==> src/rtl/attitude_stabilizer_pid_mixer_top_assert.svh <==
// Assertion macros for the attitude stabiliser.
// Each macro checks one property on the rising clock edge, with reset masking it.
`ifndef ATTITUDE_STABILIZER_PID_MIXER_TOP_ASSERT_SVH
`define ATTITUDE_STABILIZER_PID_MIXER_TOP_ASSERT_SVH
`ifndef SYNTHESIS
// Same-cycle implication.
`define ASPM_ASSERT_IMPLY(lbl, clk, rst, ante, cons) \
  lbl: assert property (@(posedge clk) disable iff (rst) (ante) |-> (cons)) \
    else $error("aspm assertion failed");
// Next-cycle implication.
`define ASPM_ASSERT_NEXT(lbl, clk, rst, ante, cons) \
  lbl: assert property (@(posedge clk) disable iff (rst) (ante) |=> (cons)) \
    else $error("aspm assertion failed");
`else
`define ASPM_ASSERT_IMPLY(lbl, clk, rst, ante, cons)
`define ASPM_ASSERT_NEXT(lbl, clk, rst, ante, cons)
`endif
`endif

==> src/rtl/aspm_pkg.sv <==
package aspm_pkg;

  // Number formats and limits.
  localparam int FRAC_BITS     = 16;
  localparam int CORDIC_STEPS  = 16;
  localparam int PWM_BITS      = 13;
  localparam int PULSE_MIN     = 1000;
  localparam int PULSE_MAX     = 2000;
  localparam int PWM_PERIOD_US = 20000;
  localparam int GYRO_SCALE    = 131;
  localparam int WEIGHT_ONE    = 65536;

  localparam logic signed [33:0] HALF_TURN_Q24 = 34'sd3019898880;

  // Register indexes.
  localparam logic [2:0] REG_KP     = 3'd0;
  localparam logic [2:0] REG_KI     = 3'd1;
  localparam logic [2:0] REG_KD     = 3'd2;
  localparam logic [2:0] REG_BLEND  = 3'd3;
  localparam logic [2:0] REG_PERIOD = 3'd4;
  localparam logic [2:0] REG_RATE   = 3'd5;
  localparam logic [2:0] REG_ILIM   = 3'd6;
  localparam logic [2:0] REG_FSTEP  = 3'd7;

  // Register values after reset.
  localparam logic [31:0] KP_RESET     = 32'd21810381;
  localparam logic [31:0] KI_RESET     = 32'd5033;
  localparam logic [31:0] KD_RESET     = 32'd5033165;
  localparam logic [16:0] BLEND_RESET  = 17'd64225;
  localparam logic [23:0] PERIOD_RESET = 24'd167772;
  localparam logic [9:0]  RATE_RESET   = 10'd100;
  localparam logic [30:0] ILIM_RESET   = 31'd6553600;
  localparam logic [9:0]  FSTEP_RESET  = 10'd20;

  // CORDIC arc table, atan(2^-i) in degrees Q6.24.
  function automatic logic [29:0] arc_q24(input logic [4:0] i);
    logic [29:0] r;
    unique case (i)
      5'd0:  r = 30'd754974720;
      5'd1:  r = 30'd445687602;
      5'd2:  r = 30'd235489088;
      5'd3:  r = 30'd119537938;
      5'd4:  r = 30'd60000934;
      5'd5:  r = 30'd30029717;
      5'd6:  r = 30'd15018523;
      5'd7:  r = 30'd7509720;
      5'd8:  r = 30'd3754917;
      5'd9:  r = 30'd1877466;
      5'd10: r = 30'd938734;
      5'd11: r = 30'd469367;
      5'd12: r = 30'd234684;
      5'd13: r = 30'd117342;
      5'd14: r = 30'd58671;
      5'd15: r = 30'd29335;
      5'd16: r = 30'd14668;
      5'd17: r = 30'd7334;
      5'd18: r = 30'd3667;
      5'd19: r = 30'd1833;
      5'd20: r = 30'd917;
      5'd21: r = 30'd458;
      5'd22: r = 30'd229;
      5'd23: r = 30'd115;
      default: r = 30'd0;
    endcase
    return r;
  endfunction

  // Saturate a wide signed value to 32 bits.
  function automatic logic signed [31:0] sat32(input logic signed [50:0] v);
    logic signed [31:0] r;
    if (v > 51'sd2147483647) begin
      r = 32'sh7FFFFFFF;
    end else if (v < -51'sd2147483648) begin
      r = 32'sh80000000;
    end else begin
      r = v[31:0];
    end
    return r;
  endfunction

endpackage

==> src/rtl/attitude_stabilizer_pid_mixer_top.sv <==
// Each request runs 18 serial multiplies, six serial constant divisions, two CORDIC
// runs and a square root, one unit at a time. A new request is taken only once the
// last result is in the output register; every unit retires one bit or step a cycle.
// A finished result waits in the output register while the next request is taken.
// Reset (rst, synchronous, active high) loads the register defaults, clears the
// angle and PID state and sets the base throttle to 1000 us.
`include "attitude_stabilizer_pid_mixer_top_assert.svh"

module attitude_stabilizer_pid_mixer_top (
  input  logic         clk,
  input  logic         rst,
  input  logic         s_axis_tvalid,
  output logic         s_axis_tready,
  // accel_x, accel_y, accel_z, gyro_x, gyro_y, throttle_value, zero fill
  input  logic [95:0]  s_axis_tdata,
  // throttle_write, link_lost
  input  logic [1:0]   s_axis_tuser,
  output logic         m_axis_tvalid,
  input  logic         m_axis_tready,
  // motor1_duty, motor2_duty, motor3_duty, motor4_duty, roll_estimate,
  // pitch_estimate, zero fill
  output logic [119:0] m_axis_tdata,
  input  logic         cfg_we,
  input  logic [2:0]   cfg_index,
  input  logic [31:0]  cfg_wdata
);

  localparam logic [4:0] ST_IDLE       = 5'd0;
  localparam logic [4:0] ST_SQ_Y       = 5'd1;
  localparam logic [4:0] ST_SQ_Z       = 5'd2;
  localparam logic [4:0] ST_ROLL_TILT  = 5'd3;
  localparam logic [4:0] ST_SQRT       = 5'd4;
  localparam logic [4:0] ST_PITCH_TILT = 5'd5;
  localparam logic [4:0] ST_G_MUL      = 5'd6;
  localparam logic [4:0] ST_G_DIV      = 5'd7;
  localparam logic [4:0] ST_B_W        = 5'd8;
  localparam logic [4:0] ST_B_NW       = 5'd9;
  localparam logic [4:0] ST_I_MUL      = 5'd10;
  localparam logic [4:0] ST_D_MUL      = 5'd11;
  localparam logic [4:0] ST_P_MUL      = 5'd12;
  localparam logic [4:0] ST_KI_MUL     = 5'd13;
  localparam logic [4:0] ST_KD_MUL     = 5'd14;
  localparam logic [4:0] ST_DUTY       = 5'd15;
  localparam logic [4:0] ST_OUT        = 5'd16;

  // Configuration registers.
  logic [31:0] kp, ki, kd;
  logic [16:0] blend_w;
  logic [23:0] period;
  logic [9:0]  rate;
  logic [30:0] ilim;
  logic [9:0]  fstep;

  // Filter and loop state.
  logic signed [31:0] roll_angle, pitch_angle;
  logic signed [31:0] roll_integ, roll_last, pitch_integ, pitch_last;
  logic [10:0]        base;

  // Sequencer.
  logic [4:0] state;
  logic       launched;
  logic       axis;
  logic [1:0] midx;

  // Captured request and intermediate values.
  logic signed [15:0] ax, ay, az, gx, gy;
  logic [31:0]        sumsq;
  logic [23:0]        mag;
  logic signed [25:0] roll_tilt, pitch_tilt;
  logic signed [39:0] gprod;
  logic signed [32:0] sum_a;
  logic signed [50:0] mix_part;
  logic signed [31:0] der;
  logic signed [43:0] corr_work, roll_fix, pitch_fix;
  logic [12:0]        duty_q [4];
  logic               m_valid;
  logic [119:0]       out_data;

  // Serial multiplier: signed a times unsigned b, one bit of b a cycle.
  logic signed [66:0] mul_a, mul_acc;
  logic [31:0]        mul_b;
  logic [5:0]         mul_cnt;
  logic               mul_busy, mul_done, mul_go;
  logic signed [34:0] mul_a_in;
  logic [31:0]        mul_b_in;

  // Serial divider by a constant, one quotient bit a cycle.
  logic [39:0] div_q;
  logic [15:0] div_rem;
  logic [5:0]  div_cnt;
  logic        div_busy, div_done, div_go, div_sel, div_sel_in;
  logic [39:0] div_in;
  logic [15:0] div_den;
  logic [16:0] div_rem_sh;

  // CORDIC vectoring unit, one rotation a cycle.
  logic signed [26:0] cx, cy, cx_in, cy_in, csx, csy;
  logic signed [33:0] cz;
  logic [4:0]         ci;
  logic               cbusy, czero, cor_done, cor_go;
  logic signed [25:0] cres;

  // Square root, one result bit a cycle.
  logic [47:0] sq_n;
  logic [25:0] sq_rem;
  logic [23:0] sq_root;
  logic [4:0]  sq_cnt;
  logic        sq_busy, sq_done, sq_go;
  logic [27:0] sq_rem_sh, sq_trial;

  // Per-state selections.
  logic        use_mul, use_div, use_cor, use_sq, cur_done, go, fin;
  logic [16:0] abs_ay, abs_az, w_eff, w_rest;
  logic signed [16:0] ay_ext, az_ext, nax;
  logic signed [31:0] cur_angle, cur_integ, cur_last;
  logic signed [15:0] cur_gyro;
  logic signed [25:0] cur_acc;
  logic signed [32:0] err_c;
  logic signed [33:0] diff_c;
  logic signed [40:0] q_s;
  logic signed [50:0] mix_sum;
  logic signed [33:0] isum, ilim_s;
  logic signed [43:0] prod_sh, corr_sum;
  logic signed [45:0] base_q, p_term, r_term, pulse, pulse_us;
  logic [10:0]        us;
  logic [10:0]        thr_load, thr_next, thr_val;

  assign ay_ext = 17'(ay);
  assign az_ext = 17'(az);
  assign nax    = -17'(ax);
  assign abs_ay = ay[15] ? 17'(-ay_ext) : 17'(ay_ext);
  assign abs_az = az[15] ? 17'(-az_ext) : 17'(az_ext);
  assign w_eff  = (blend_w > 17'(aspm_pkg::WEIGHT_ONE)) ? 17'(aspm_pkg::WEIGHT_ONE) : blend_w;
  assign w_rest = 17'(aspm_pkg::WEIGHT_ONE) - w_eff;

  assign cur_angle = axis ? pitch_angle : roll_angle;
  assign cur_integ = axis ? pitch_integ : roll_integ;
  assign cur_last  = axis ? pitch_last : roll_last;
  assign cur_gyro  = axis ? gy : gx;
  assign cur_acc   = axis ? pitch_tilt : roll_tilt;
  assign err_c     = -33'(cur_angle);
  assign diff_c    = 34'(err_c) - 34'(cur_last);

  // Throttle load and failsafe descent at the request.
  assign thr_val  = s_axis_tdata[90:80];
  assign thr_load = s_axis_tuser[0]
                  ? ((thr_val > 11'(aspm_pkg::PULSE_MAX)) ? 11'(aspm_pkg::PULSE_MAX) : thr_val)
                  : base;
  always_comb begin
    thr_next = thr_load;
    if (s_axis_tuser[1] && thr_load > 11'(aspm_pkg::PULSE_MIN)) begin
      if (thr_load - 11'(aspm_pkg::PULSE_MIN) > 11'(fstep)) begin
        thr_next = thr_load - 11'(fstep);
      end else begin
        thr_next = 11'(aspm_pkg::PULSE_MIN);
      end
    end
  end

  // Mixer pulse for the motor in hand, clamped to the legal pulse range.
  assign base_q   = $signed(46'({base, 16'b0}));
  assign p_term   = (midx == 2'd1 || midx == 2'd2) ? -46'(pitch_fix) : 46'(pitch_fix);
  assign r_term   = (midx == 2'd2 || midx == 2'd3) ? -46'(roll_fix) : 46'(roll_fix);
  assign pulse    = base_q + p_term + r_term;
  assign pulse_us = pulse >>> aspm_pkg::FRAC_BITS;
  always_comb begin
    if (pulse_us < 46'sd1000) begin
      us = 11'(aspm_pkg::PULSE_MIN);
    end else if (pulse_us > 46'sd2000) begin
      us = 11'(aspm_pkg::PULSE_MAX);
    end else begin
      us = pulse_us[10:0];
    end
  end

  // Results of the finishing step.
  assign q_s      = gprod[39] ? -$signed({1'b0, div_q}) : $signed({1'b0, div_q});
  assign mix_sum  = mix_part + 51'(mul_acc);
  assign prod_sh  = 44'(mul_acc >>> 24);
  assign corr_sum = corr_work + prod_sh;
  assign ilim_s   = $signed({3'b0, ilim});
  assign isum     = 34'(cur_integ) + 34'(mul_acc >>> 24);

  // Operand and unit selection for each step.
  always_comb begin
    use_mul    = 1'b0;
    use_div    = 1'b0;
    use_cor    = 1'b0;
    use_sq     = 1'b0;
    mul_a_in   = '0;
    mul_b_in   = '0;
    div_in     = '0;
    div_sel_in = 1'b0;
    cx_in      = '0;
    cy_in      = '0;
    unique case (state)
      ST_SQ_Y: begin
        use_mul  = 1'b1;
        mul_a_in = 35'(abs_ay);
        mul_b_in = 32'(abs_ay);
      end
      ST_SQ_Z: begin
        use_mul  = 1'b1;
        mul_a_in = 35'(abs_az);
        mul_b_in = 32'(abs_az);
      end
      ST_ROLL_TILT: begin
        use_cor = 1'b1;
        cy_in   = {{3{ay[15]}}, ay, 8'b0};
        cx_in   = {{3{az[15]}}, az, 8'b0};
      end
      ST_SQRT: begin
        use_sq = 1'b1;
      end
      ST_PITCH_TILT: begin
        use_cor = 1'b1;
        cy_in   = {{2{nax[16]}}, nax, 8'b0};
        cx_in   = $signed({3'b0, mag});
      end
      ST_G_MUL: begin
        use_mul  = 1'b1;
        mul_a_in = 35'(cur_gyro);
        mul_b_in = 32'(period);
      end
      ST_G_DIV: begin
        use_div = 1'b1;
        div_in  = gprod[39] ? 40'(-gprod) : 40'(gprod);
      end
      ST_B_W: begin
        use_mul  = 1'b1;
        mul_a_in = 35'(sum_a);
        mul_b_in = 32'(w_eff);
      end
      ST_B_NW: begin
        use_mul  = 1'b1;
        mul_a_in = 35'(cur_acc);
        mul_b_in = 32'(w_rest);
      end
      ST_I_MUL: begin
        use_mul  = 1'b1;
        mul_a_in = 35'(err_c);
        mul_b_in = 32'(period);
      end
      ST_D_MUL: begin
        use_mul  = 1'b1;
        mul_a_in = 35'(diff_c);
        mul_b_in = 32'(rate);
      end
      ST_P_MUL: begin
        use_mul  = 1'b1;
        mul_a_in = 35'(err_c);
        mul_b_in = kp;
      end
      ST_KI_MUL: begin
        use_mul  = 1'b1;
        mul_a_in = 35'(cur_integ);
        mul_b_in = ki;
      end
      ST_KD_MUL: begin
        use_mul  = 1'b1;
        mul_a_in = 35'(der);
        mul_b_in = kd;
      end
      ST_DUTY: begin
        use_div    = 1'b1;
        div_sel_in = 1'b1;
        div_in     = 40'(us) << aspm_pkg::PWM_BITS;
      end
      default: begin
        use_mul = 1'b0;
      end
    endcase
  end

  assign cur_done = (use_mul & mul_done) | (use_div & div_done) | (use_cor & cor_done)
                  | (use_sq & sq_done);
  assign go     = !launched && (use_mul || use_div || use_cor || use_sq);
  assign fin    = launched && cur_done;
  assign mul_go = go && use_mul;
  assign div_go = go && use_div;
  assign cor_go = go && use_cor;
  assign sq_go  = go && use_sq;

  // Serial multiplier.
  assign mul_done = mul_busy && mul_cnt == 6'd0;
  always_ff @(posedge clk) begin
    if (rst) begin
      mul_busy <= 1'b0;
      mul_cnt  <= '0;
    end else if (mul_go) begin
      mul_a    <= 67'(mul_a_in);
      mul_b    <= mul_b_in;
      mul_acc  <= '0;
      mul_cnt  <= 6'd32;
      mul_busy <= 1'b1;
    end else if (mul_done) begin
      mul_busy <= 1'b0;
    end else if (mul_busy) begin
      if (mul_b[0]) begin
        mul_acc <= mul_acc + mul_a;
      end
      mul_a   <= mul_a <<< 1;
      mul_b   <= mul_b >> 1;
      mul_cnt <= mul_cnt - 6'd1;
    end
  end

  // Restoring divider by 131 or by the PWM period.
  assign div_done   = div_busy && div_cnt == 6'd0;
  assign div_den    = div_sel ? 16'(aspm_pkg::PWM_PERIOD_US) : 16'(aspm_pkg::GYRO_SCALE);
  assign div_rem_sh = {div_rem, div_q[39]};
  always_ff @(posedge clk) begin
    if (rst) begin
      div_busy <= 1'b0;
      div_cnt  <= '0;
    end else if (div_go) begin
      div_q    <= div_in;
      div_rem  <= '0;
      div_sel  <= div_sel_in;
      div_cnt  <= 6'd40;
      div_busy <= 1'b1;
    end else if (div_done) begin
      div_busy <= 1'b0;
    end else if (div_busy) begin
      if (div_rem_sh >= {1'b0, div_den}) begin
        div_rem <= 16'(div_rem_sh - {1'b0, div_den});
        div_q   <= {div_q[38:0], 1'b1};
      end else begin
        div_rem <= div_rem_sh[15:0];
        div_q   <= {div_q[38:0], 1'b0};
      end
      div_cnt <= div_cnt - 6'd1;
    end
  end

  // CORDIC vectoring; a negative x is first turned by half a circle.
  assign cor_done = cbusy && ci == 5'(aspm_pkg::CORDIC_STEPS);
  assign csx      = cx >>> ci;
  assign csy      = cy >>> ci;
  assign cres     = czero ? 26'sd0 : 26'(cz >>> (24 - aspm_pkg::FRAC_BITS));
  always_ff @(posedge clk) begin
    if (rst) begin
      cbusy <= 1'b0;
      ci    <= '0;
    end else if (cor_go) begin
      czero <= (cx_in == 27'sd0) && (cy_in == 27'sd0);
      if (cx_in < 27'sd0) begin
        cz <= (cy_in >= 27'sd0) ? aspm_pkg::HALF_TURN_Q24 : -aspm_pkg::HALF_TURN_Q24;
        cx <= -cx_in;
        cy <= -cy_in;
      end else begin
        cz <= '0;
        cx <= cx_in;
        cy <= cy_in;
      end
      ci    <= '0;
      cbusy <= 1'b1;
    end else if (cor_done) begin
      cbusy <= 1'b0;
    end else if (cbusy) begin
      if (!cy[26]) begin
        cx <= cx + csy;
        cy <= cy - csx;
        cz <= cz + $signed({4'b0, aspm_pkg::arc_q24(ci)});
      end else begin
        cx <= cx - csy;
        cy <= cy + csx;
        cz <= cz - $signed({4'b0, aspm_pkg::arc_q24(ci)});
      end
      ci <= ci + 5'd1;
    end
  end

  // Digit-by-digit square root of the scaled squared magnitude.
  assign sq_done   = sq_busy && sq_cnt == 5'd0;
  assign sq_rem_sh = {sq_rem, sq_n[47:46]};
  assign sq_trial  = {2'b0, sq_root, 2'b01};
  always_ff @(posedge clk) begin
    if (rst) begin
      sq_busy <= 1'b0;
      sq_cnt  <= '0;
    end else if (sq_go) begin
      sq_n    <= {sumsq, 16'b0};
      sq_rem  <= '0;
      sq_root <= '0;
      sq_cnt  <= 5'd24;
      sq_busy <= 1'b1;
    end else if (sq_done) begin
      sq_busy <= 1'b0;
    end else if (sq_busy) begin
      if (sq_rem_sh >= sq_trial) begin
        sq_rem  <= 26'(sq_rem_sh - sq_trial);
        sq_root <= {sq_root[22:0], 1'b1};
      end else begin
        sq_rem  <= sq_rem_sh[25:0];
        sq_root <= {sq_root[22:0], 1'b0};
      end
      sq_n   <= sq_n << 2;
      sq_cnt <= sq_cnt - 5'd1;
    end
  end

  // Configuration, sequencer and state updates.
  always_ff @(posedge clk) begin
    if (rst) begin
      kp          <= aspm_pkg::KP_RESET;
      ki          <= aspm_pkg::KI_RESET;
      kd          <= aspm_pkg::KD_RESET;
      blend_w     <= aspm_pkg::BLEND_RESET;
      period      <= aspm_pkg::PERIOD_RESET;
      rate        <= aspm_pkg::RATE_RESET;
      ilim        <= aspm_pkg::ILIM_RESET;
      fstep       <= aspm_pkg::FSTEP_RESET;
      roll_angle  <= '0;
      pitch_angle <= '0;
      roll_integ  <= '0;
      roll_last   <= '0;
      pitch_integ <= '0;
      pitch_last  <= '0;
      base        <= 11'(aspm_pkg::PULSE_MIN);
      state       <= ST_IDLE;
      launched    <= 1'b0;
      axis        <= 1'b0;
      midx        <= '0;
      m_valid     <= 1'b0;
    end else begin
      if (cfg_we) begin
        unique case (cfg_index)
          aspm_pkg::REG_KP:     kp      <= cfg_wdata;
          aspm_pkg::REG_KI:     ki      <= cfg_wdata;
          aspm_pkg::REG_KD:     kd      <= cfg_wdata;
          aspm_pkg::REG_BLEND:  blend_w <= cfg_wdata[16:0];
          aspm_pkg::REG_PERIOD: period  <= cfg_wdata[23:0];
          aspm_pkg::REG_RATE:   rate    <= cfg_wdata[9:0];
          aspm_pkg::REG_ILIM:   ilim    <= cfg_wdata[30:0];
          aspm_pkg::REG_FSTEP:  fstep   <= cfg_wdata[9:0];
        endcase
      end

      if (go) begin
        launched <= 1'b1;
      end else if (fin) begin
        launched <= 1'b0;
      end

      // Output register: filled at hand-over, emptied when the receiver takes it.
      if (state == ST_OUT && (!m_valid || m_axis_tready)) begin
        m_valid <= 1'b1;
      end else if (m_valid && m_axis_tready) begin
        m_valid <= 1'b0;
      end

      unique case (state)
        ST_IDLE: begin
          if (s_axis_tvalid) begin
            ax    <= s_axis_tdata[15:0];
            ay    <= s_axis_tdata[31:16];
            az    <= s_axis_tdata[47:32];
            gx    <= s_axis_tdata[63:48];
            gy    <= s_axis_tdata[79:64];
            base  <= thr_next;
            axis  <= 1'b0;
            state <= ST_SQ_Y;
          end
        end
        ST_SQ_Y: begin
          if (fin) begin
            sumsq <= mul_acc[31:0];
            state <= ST_SQ_Z;
          end
        end
        ST_SQ_Z: begin
          if (fin) begin
            sumsq <= sumsq + mul_acc[31:0];
            state <= ST_ROLL_TILT;
          end
        end
        ST_ROLL_TILT: begin
          if (fin) begin
            roll_tilt <= cres;
            state     <= ST_SQRT;
          end
        end
        ST_SQRT: begin
          if (fin) begin
            mag   <= sq_root;
            state <= ST_PITCH_TILT;
          end
        end
        ST_PITCH_TILT: begin
          if (fin) begin
            pitch_tilt <= cres;
            state      <= ST_G_MUL;
          end
        end
        ST_G_MUL: begin
          if (fin) begin
            gprod <= mul_acc[39:0];
            state <= ST_G_DIV;
          end
        end
        ST_G_DIV: begin
          // Gyro step truncated towards zero, then floored to the angle format.
          if (fin) begin
            sum_a <= 33'(cur_angle) + 33'(q_s >>> (24 - aspm_pkg::FRAC_BITS));
            state <= ST_B_W;
          end
        end
        ST_B_W: begin
          if (fin) begin
            mix_part <= mul_acc[50:0];
            state    <= ST_B_NW;
          end
        end
        ST_B_NW: begin
          if (fin) begin
            if (axis) begin
              pitch_angle <= aspm_pkg::sat32(mix_sum >>> 16);
              axis        <= 1'b0;
              state       <= ST_I_MUL;
            end else begin
              roll_angle <= aspm_pkg::sat32(mix_sum >>> 16);
              axis       <= 1'b1;
              state      <= ST_G_MUL;
            end
          end
        end
        ST_I_MUL: begin
          // Integral with a symmetric clamp.
          if (fin) begin
            if (isum > ilim_s) begin
              if (axis) pitch_integ <= 32'(ilim_s);
              else roll_integ <= 32'(ilim_s);
            end else if (isum < -ilim_s) begin
              if (axis) pitch_integ <= 32'(-ilim_s);
              else roll_integ <= 32'(-ilim_s);
            end else begin
              if (axis) pitch_integ <= 32'(isum);
              else roll_integ <= 32'(isum);
            end
            state <= ST_D_MUL;
          end
        end
        ST_D_MUL: begin
          if (fin) begin
            if (mul_acc > 67'sd2147483647) begin
              der <= 32'sh7FFFFFFF;
            end else if (mul_acc < -67'sd2147483647) begin
              der <= -32'sh7FFFFFFF;
            end else begin
              der <= mul_acc[31:0];
            end
            if (axis) pitch_last <= aspm_pkg::sat32(51'(err_c));
            else roll_last <= aspm_pkg::sat32(51'(err_c));
            state <= ST_P_MUL;
          end
        end
        ST_P_MUL: begin
          if (fin) begin
            corr_work <= prod_sh;
            state     <= ST_KI_MUL;
          end
        end
        ST_KI_MUL: begin
          if (fin) begin
            corr_work <= corr_sum;
            state     <= ST_KD_MUL;
          end
        end
        ST_KD_MUL: begin
          if (fin) begin
            if (axis) begin
              pitch_fix <= corr_sum;
              axis      <= 1'b0;
              midx      <= '0;
              state     <= ST_DUTY;
            end else begin
              roll_fix <= corr_sum;
              axis     <= 1'b1;
              state    <= ST_I_MUL;
            end
          end
        end
        ST_DUTY: begin
          if (fin) begin
            duty_q[midx] <= div_q[12:0];
            midx         <= midx + 2'd1;
            if (midx == 2'd3) begin
              state <= ST_OUT;
            end
          end
        end
        ST_OUT: begin
          // Hand over once the output register is free or being emptied.
          if (!m_valid || m_axis_tready) begin
            out_data <= {4'b0, pitch_angle, roll_angle,
                         duty_q[3], duty_q[2], duty_q[1], duty_q[0]};
            state    <= ST_IDLE;
          end
        end
        default: begin
          state <= ST_IDLE;
        end
      endcase
    end
  end

  assign s_axis_tready = (state == ST_IDLE);
  assign m_axis_tvalid = m_valid;
  assign m_axis_tdata  = out_data;

  // Only one arithmetic unit runs at a time.
  `ASPM_ASSERT_IMPLY(a_one_unit, clk, rst, 1'b1, $onehot0({mul_busy, div_busy, cbusy, sq_busy}))
  // Base throttle never rises above the pulse ceiling.
  `ASPM_ASSERT_IMPLY(a_base_range, clk, rst, 1'b1, base <= 11'(aspm_pkg::PULSE_MAX))
  // An accepted request starts the sequence.
  `ASPM_ASSERT_NEXT(a_accept_starts, clk, rst, s_axis_tvalid && s_axis_tready, state == ST_SQ_Y)

endmodule
==> config.mk <==
export PLATFORM = sky130hd
export DESIGN_NAME = attitude_stabilizer_pid_mixer_top
export DESIGN_NICKNAME = d
export VERILOG_FILES = /design/src/rtl/aspm_pkg.sv /design/src/rtl/attitude_stabilizer_pid_mixer_top.sv
export VERILOG_INCLUDE_DIRS = /design/src /design/src/rtl
export SDC_FILE = /design/constraint.sdc
export NUM_CORES = 2
export LEC_CHECK = 0
export BUFFER_PORTS_ARGS = -buffer_cell sky130_fd_sc_hd__buf_4
export CORE_MARGIN = 2
export CORE_UTILIZATION = 36
export CTS_CLUSTER_SIZE = 12
export DETAILED_ROUTE_END_ITERATION = 7
export PLACE_DENSITY = 0.61
export RECOVER_POWER = 50
export SYNTH_ARGS = -nofsm -noshare
export SYNTH_HDL_FRONTEND = slang
export SYNTH_SLANG_ARGS = --single-unit
==> constraint.sdc <==
create_clock -name clk -period 13.15 [get_ports clk]
set_input_delay 0 -clock clk [delete_from_list [all_inputs] [get_ports clk]]
set_output_delay 0 -clock clk [all_outputs]
set_load 0.03 [all_outputs]
# Word-level counts from Yosys, hierarchy flattened
# Memory sizes are Yosys's and may differ from the RTL's. A register that Yosys moved wholly into a read port is not among the register bits.
# Index checks and enable logic that the tools add are counted.
# Widths: inputs -> output; s select.
dict set report classes {
  addsub 36
  mul 0
  div 0
  n_lt_le_gt_ge 18
  eq_ne 51
  shift 2
  mux 160
  bitwise 13
  reduce_logical 100
}
# op n
set ops {}
lappend ops {{$mux 32} 23}
lappend ops {{$mux 67} 6}
lappend ops {{$pmux 35 s9} 1}
lappend ops {{$mux 30} 10}
lappend ops {{$pmux 32 s9} 1}
lappend ops {{$mux 27} 10}
lappend ops {{$mux 34} 6}
lappend ops {{$mux 40} 4}
lappend ops {{$mux 48} 3}
lappend ops {{$mux 26} 5}
lappend ops {{$mux 5} 25}
lappend ops {{$pmux 27 s2} 2}
lappend ops {{$mux 46} 2}
lappend ops {{$neg 44->46} 2}
lappend ops {{$mux 44} 2}
lappend ops {{$pmux 44 s2} 1}
lappend ops {{$pmux 5 s17} 1}
lappend ops {{$pmux 40 s2} 1}
lappend ops {{$add 67x67->67} 1}
lappend ops {{$gt 67x32->1 const B} 1}
lappend ops {{$lt 67x32->1 const B} 1}
lappend ops {{$mux 11} 6}
lappend ops {{$mux 16} 4}
lappend ops {{$pmux 32 s2} 1}
lappend ops {{84 further kinds} 261}
dict set report totals {
  reg_bits 1429
  latch_bits 0
  mem_bits_rw 52
  romBits 1920
  in_bits 138
  output_inout_bits 122
  elab_cells 446
  mem_count 3
}
# name depth word_bits rd rd_ports_with_merged_regs write_ports line_no
set memory_table {}
lappend memory_table {{(name not given)} 32 30 1 1 0 aspm_pkg.sv:38} ;# unique case (i)
lappend memory_table {{(name not given)} 32 30 1 1 0 aspm_pkg.sv:38}
lappend memory_table {duty_q 4 13 4 4 1 attitude_stabilizer_pid_mixer_top.sv:75} ;# logic [12:0] duty_q [4];

# Longest topological paths before layout
dict set report depth {
  word_depth 15
  ltp_mapped 34
  depth_no_buf 25
}

# Worst setup path before layout
# Ideal clock, no wire load.
dict set report synth_path {
  path_type {register -> register}
  startpoint {register state[1]}
  endpoint {register out_data[0] (netlist: m_axis_tdata[0]) (read register of duty_q) (enable)}
  setup_time_ps 733
  t_arrival_ps 9118
  required_ps 12417
  slack_ps 3299
  path_stages_with_launch 5
  n_path_buf 1
  period_less_slack_ps 9851
  cell_sequence {dfxtp_1 -> clkbuf_1 -> nor4_1 -> nand2_1 -> nor3_1}
}
dict set report synth_via {
  elab_chain_cells 2
}
# element line_no
set synth_lines {}
lappend synth_lines {{start: declaration} attitude_stabilizer_pid_mixer_top.sv:60} ;# logic [4:0] state;
lappend synth_lines {{start signal: assignment} attitude_stabilizer_pid_mixer_top.sv:421} ;# state <= ST_IDLE;
lappend synth_lines {{start signal: assignment} attitude_stabilizer_pid_mixer_top.sv:463} ;# state <= ST_SQ_Y;
lappend synth_lines {{start signal: assignment} attitude_stabilizer_pid_mixer_top.sv:469} ;# state <= ST_SQ_Z;
lappend synth_lines {{$eq 5x5->1} attitude_stabilizer_pid_mixer_top.sv:453} ;# unique case (state)
lappend synth_lines {{$reduce_and 3->1 (no line)} -}
lappend synth_lines {{end: declaration} attitude_stabilizer_pid_mixer_top.sv:77} ;# logic [119:0] out_data;
# No other way between the ends.
# A chain may end at the register's enable or synchronous reset.

# Worst setup path after layout
dict set report layout_path {
  startpoint {register axis}
  endpoint {register roll_integ[28]}
}
dict set report layout_via {
  elab_chain_cells 5
  word_cells_on_any_way 9
  cone_classes {add/sub (1); order compare (2); mux (4); bitwise (1); reduce/logical (1)}
}
# element line_no
set layout_lines {}
lappend layout_lines {{start: declaration} attitude_stabilizer_pid_mixer_top.sv:62} ;# logic axis;
lappend layout_lines {{start signal: assignment} attitude_stabilizer_pid_mixer_top.sv:423} ;# axis <= 1'b0;
lappend layout_lines {{start signal: assignment} attitude_stabilizer_pid_mixer_top.sv:462} ;# axis <= 1'b0;
lappend layout_lines {{start signal: assignment} attitude_stabilizer_pid_mixer_top.sv:519} ;# axis <= 1'b0;
lappend layout_lines {{$mux 32} attitude_stabilizer_pid_mixer_top.sv:137} ;# assign cur_integ = axis ? pitch_integ : roll_integ;
lappend layout_lines {{$add 32x34->34} attitude_stabilizer_pid_mixer_top.sv:182} ;# assign isum = 34'(cur_integ) + 34'(mul_acc >>> 24);
lappend layout_lines {{$lt 34x34->1 or $mux 32 (tied branches)} {attitude_stabilizer_pid_mixer_top.sv:534, attitude_stabilizer_pid_mixer_top.sv:538}}
lappend layout_lines {{$mux 32} attitude_stabilizer_pid_mixer_top.sv:534} ;# end else if (isum < -ilim_s) begin
lappend layout_lines {{$mux 32} attitude_stabilizer_pid_mixer_top.sv:531} ;# if (isum > ilim_s) begin
lappend layout_lines {{end signal: assignment} attitude_stabilizer_pid_mixer_top.sv:533} ;# else roll_integ <= 32'(ilim_s);
lappend layout_lines {{end signal: assignment} attitude_stabilizer_pid_mixer_top.sv:536} ;# else roll_integ <= 32'(-ilim_s);
lappend layout_lines {{end signal: assignment} attitude_stabilizer_pid_mixer_top.sv:539} ;# else roll_integ <= 32'(isum);
lappend layout_lines {{end: declaration} attitude_stabilizer_pid_mixer_top.sv:56} ;# logic signed [31:0] roll_integ, roll_last, pitch_integ, pitch_last;
# Several ways; a longest one is shown, not always the timed one. The select of a mux whose other input is x is not followed.

==> out/summary.txt <==
routability-driven placement congestion ratio: 0.951
final wirelength: 315 mm
WP data required: 13.74 ns
postcts setup bufs: 0
most common library cells after synthesis: nand2_1, edfxtp_1, a21oi_1
crit path cell chain: clkbuf_1 > mux2_2 > ha_1 > a21o_1 > a21o_1 > a2111oi_0 > o21ai_0 > a31o_2 > a21oi_1 > o21ai_0 > o311ai_0 > ha_1 > nand4_1 > nor3_1 > nor2b_1 > a211oi_1 > o2111ai_2 > buf_4 > nand2_1 > buf_4 > mux2_2 > a21o_1 > o211ai_1 > a21oi_1
Hold Violations, Final: 0
Top delay family on crit path: compound AO/OA/AOI/OAI gates
CP max stage delay: 2.06 ns
Setup crit end: roll_integ[28]
synthesized area per cell: 9.48 sq um
Flop pwr share: 33.6%
Initial DRT Pass Iterations: 8
Clk Latency, worst-skew pair: 0.88 ns
clock skew: 0.0749 ns
Util after Layout: 41.5%
sw frac: 39.0%
Nets: 11089
status: complete, but fails checks
WP buf/inv: 3
failing checks: max-capacitance violations, max-slew violations
Slew @ Worst Pin: 5.83 ns
RSZ-0062 raised after global routing: no
Synth async-reset ratio: 0%
# clock sinks: 1495
Seq/Total Area, Yosys: 42.8%
Fmax: 0.104 GHz
Min Clock Period, post-route: 9.64 ns
io pins: 260
CTS tree: built
Worst-path clk slew: 0.06 ns
die area: 0.266 sq mm
FF-to-FF path depth: 24
Slew Limit Headroom: -289%
DP Area: 0.100 sq mm
mean routed wirelength per cell: 22.5 microns
GRT Total Usage: 22.9%
CP Class: flop to flop
port bufs: 250
power share of the combinational group: 39.9%
Post-Syn Area: 0.0943 sq mm
DR vias: 80234
DRC Markers: 0
crit end category: flop
yosys warns: 0
crit-path most repeated cell: a21o_1
Crit Reg-Reg Endpoint: roll_integ[28]
Net Switching: 7.12 mW
initial cell density of the core: 36.3%
Post-synth top flop: edfxtp_1
area grow syn2layout: 14.4%
top-count cell post-synth: nand2_1
Root Driver: clkbuf_16
TNS Setup: 0 ns
reg2reg start: axis
setup violators final: 0
share of post-route cells with drive strength above 1: 7.43%
clock share of power: 26.5%
crit path launch type: flop
largest net degree at the start of global routing: 90
crit path max fanout: 45
Final HPWL DP: 231 mm
Slew Viols, Final: 1592
Tot Pwr: 18.2 mW
Post-synth EDFFs: 1038
Worst EP arrival: 10.23 ns
Mapped Cells: 9942
Hold Crit Class: input port to flop
Pint: 11.1 mW
Pleak: 40.6 nW
worst vdd ir: 0.000162 V
vias in the first global route: 76044
CP max stage cell: clkbuf_1
reg-to-reg slack, setup: 3.51 ns
synth unique cells: 95
vias per cell: 5.74
GRT overflow: 0
critical path depth: 24
Iteration-0 DRC Markers: 8486
P per Cell Area: 169 mW/mm^2
area leader, netlist: edfxtp_1
core area: 0.260 sq mm
total CTS buffers: 172
max_cap viols: 38
fin crit share: 73.3%
first-pass GRT wire length: 470 mm
post-route cell area: 0.108 sq mm
initial antenna violation count: 36
Synth Register Bits: 1495
Routed Antenna Nets: 0
CTS max path bufs: 3
post-synth top area share: 33.1%
H-tree levels: 4
CP startpoint: axis
ranking of synthesized cells by area: edfxtp_1, dfxtp_1, ha_1
Core Rows: 187
die width: 516 microns
chip height: 516 microns
cell usage in the layout, fill, tap and decap left out, drive strengths merged, types with 102 or more instances in the layout:
cell	n
a31oi	102
nor3	201
edfxtp	1038
clkbuf	519
nor2b	124
nor2	729
ha	600
mux2i	186
nand2b	105
xnor2	442
nand2	1337
xor2	260
dlygate4sd3	259
a21o	222
nand3	230
a21oi	803
buf	146
a211oi	148
o21ai	503
dfxtp	457
inv	379
final cells by class:
cell class	instances	area, sq um
clock inverter	84	841
fill	25057	152000
inverter	378	1420
timing repair buffer	685	5040
tap	3496	4370
antenna	12	30.0
clock buffer	239	4880
multi-input combinational	7597	51000
sequential	1495	40300
tightest hold or removal path: stages:
cell	delay, ns
dlygate4sd3_1	0.57
buf_4	0.16
nand2_1	0.05
a21oi_1	0.05
kinds of logic (layout without fill, tap and decap cells):
family | after synthesis | in the layout | synth area share, %
simple gates | 3275 | 3275 | 16.0
compound gates | 2657 | 2657 | 18.3
flops | 1495 | 1495 | 42.8
buf+inv | 853 | 1386 | 3.45
xor+xnor | 703 | 703 | 6.55
fa+ha+maj | 622 | 622 | 8.43
mux | 336 | 336 | 4.58
other cells | 1 | 16 | 0.00398
per-stage QoR:
stage | instances | setup slack [ns] | hold slack (ns)
after floorplan | 9945 | 3.30 | 0.0989
after global placement | 13391 | 5.07 | 0.179
after detailed placement | 13391 | 5.14 | 0.179
after CTS | 13974 | 5.08 | 0.000137
after global routing | 13980 | 2.90 | 0.0219
final | 13986 | 3.51 | 0.0254
worst min path at each step:
stage	start	to	slack [ns]	depth (start not counted)
after floorplan	s_axis_tdata[0]	ax[0]	0.1	0
after global placement	s_axis_tdata[0]	ax[0]	0.18	1
after detailed placement	s_axis_tdata[28]	ay[12]	0.18	1
after CTS	cfg_wdata[30]	ki[30]	0.0001	4
after global routing	cfg_wdata[27]	kp[27]	0.02	4
final	cfg_wdata[26]	kp[26]	0.03	4
layer usage:
layer	part of all wire (%)	track usage, %	vias to the layer above	wire (microns)
met5	0.050	0	-	159
met4	3.8	8.29	28	12100
met3	8.4	4.09	544	26300
met2	44	35.8	3196	139000
met1	44	31.4	38988	138000
li1	-	-	37478	-
timing repair:
action / CTS / global route
endpoints found under the hold margin: 288 / 0
resized for setup: 0 / 0
hold buffers: 260 / 0
registers in the layout, summed over array words and instances, names as in the netlist, 33 cells and up, named ones only:
signal and cells:
corr_work 44, cz 34, div_q 40, duty_q 52
gprod 40, m_axis_tdata 116, mix_part 51, mul_a 67
mul_acc 67, pitch_fix 44, roll_fix 44, sum_a 33
power groups by stage:
| stage | Clock, mW | Sequential [mW] | Combinational (mW) |
|---|---|---|---|
| 2_1_floorplan | 0 | 6.13 | 4.83 |
| 3_3_place_gp | 0 | 6.20 | 6.97 |
| 3_5_place_dp | 0 | 6.20 | 7.09 |
| 4_1_cts | 4.90 | 6.11 | 7.21 |
| 5_1_grt | 5.09 | 6.17 | 7.94 |
| 6_report | 4.83 | 6.13 | 7.27 |
(Power assumes the default switching activity.)
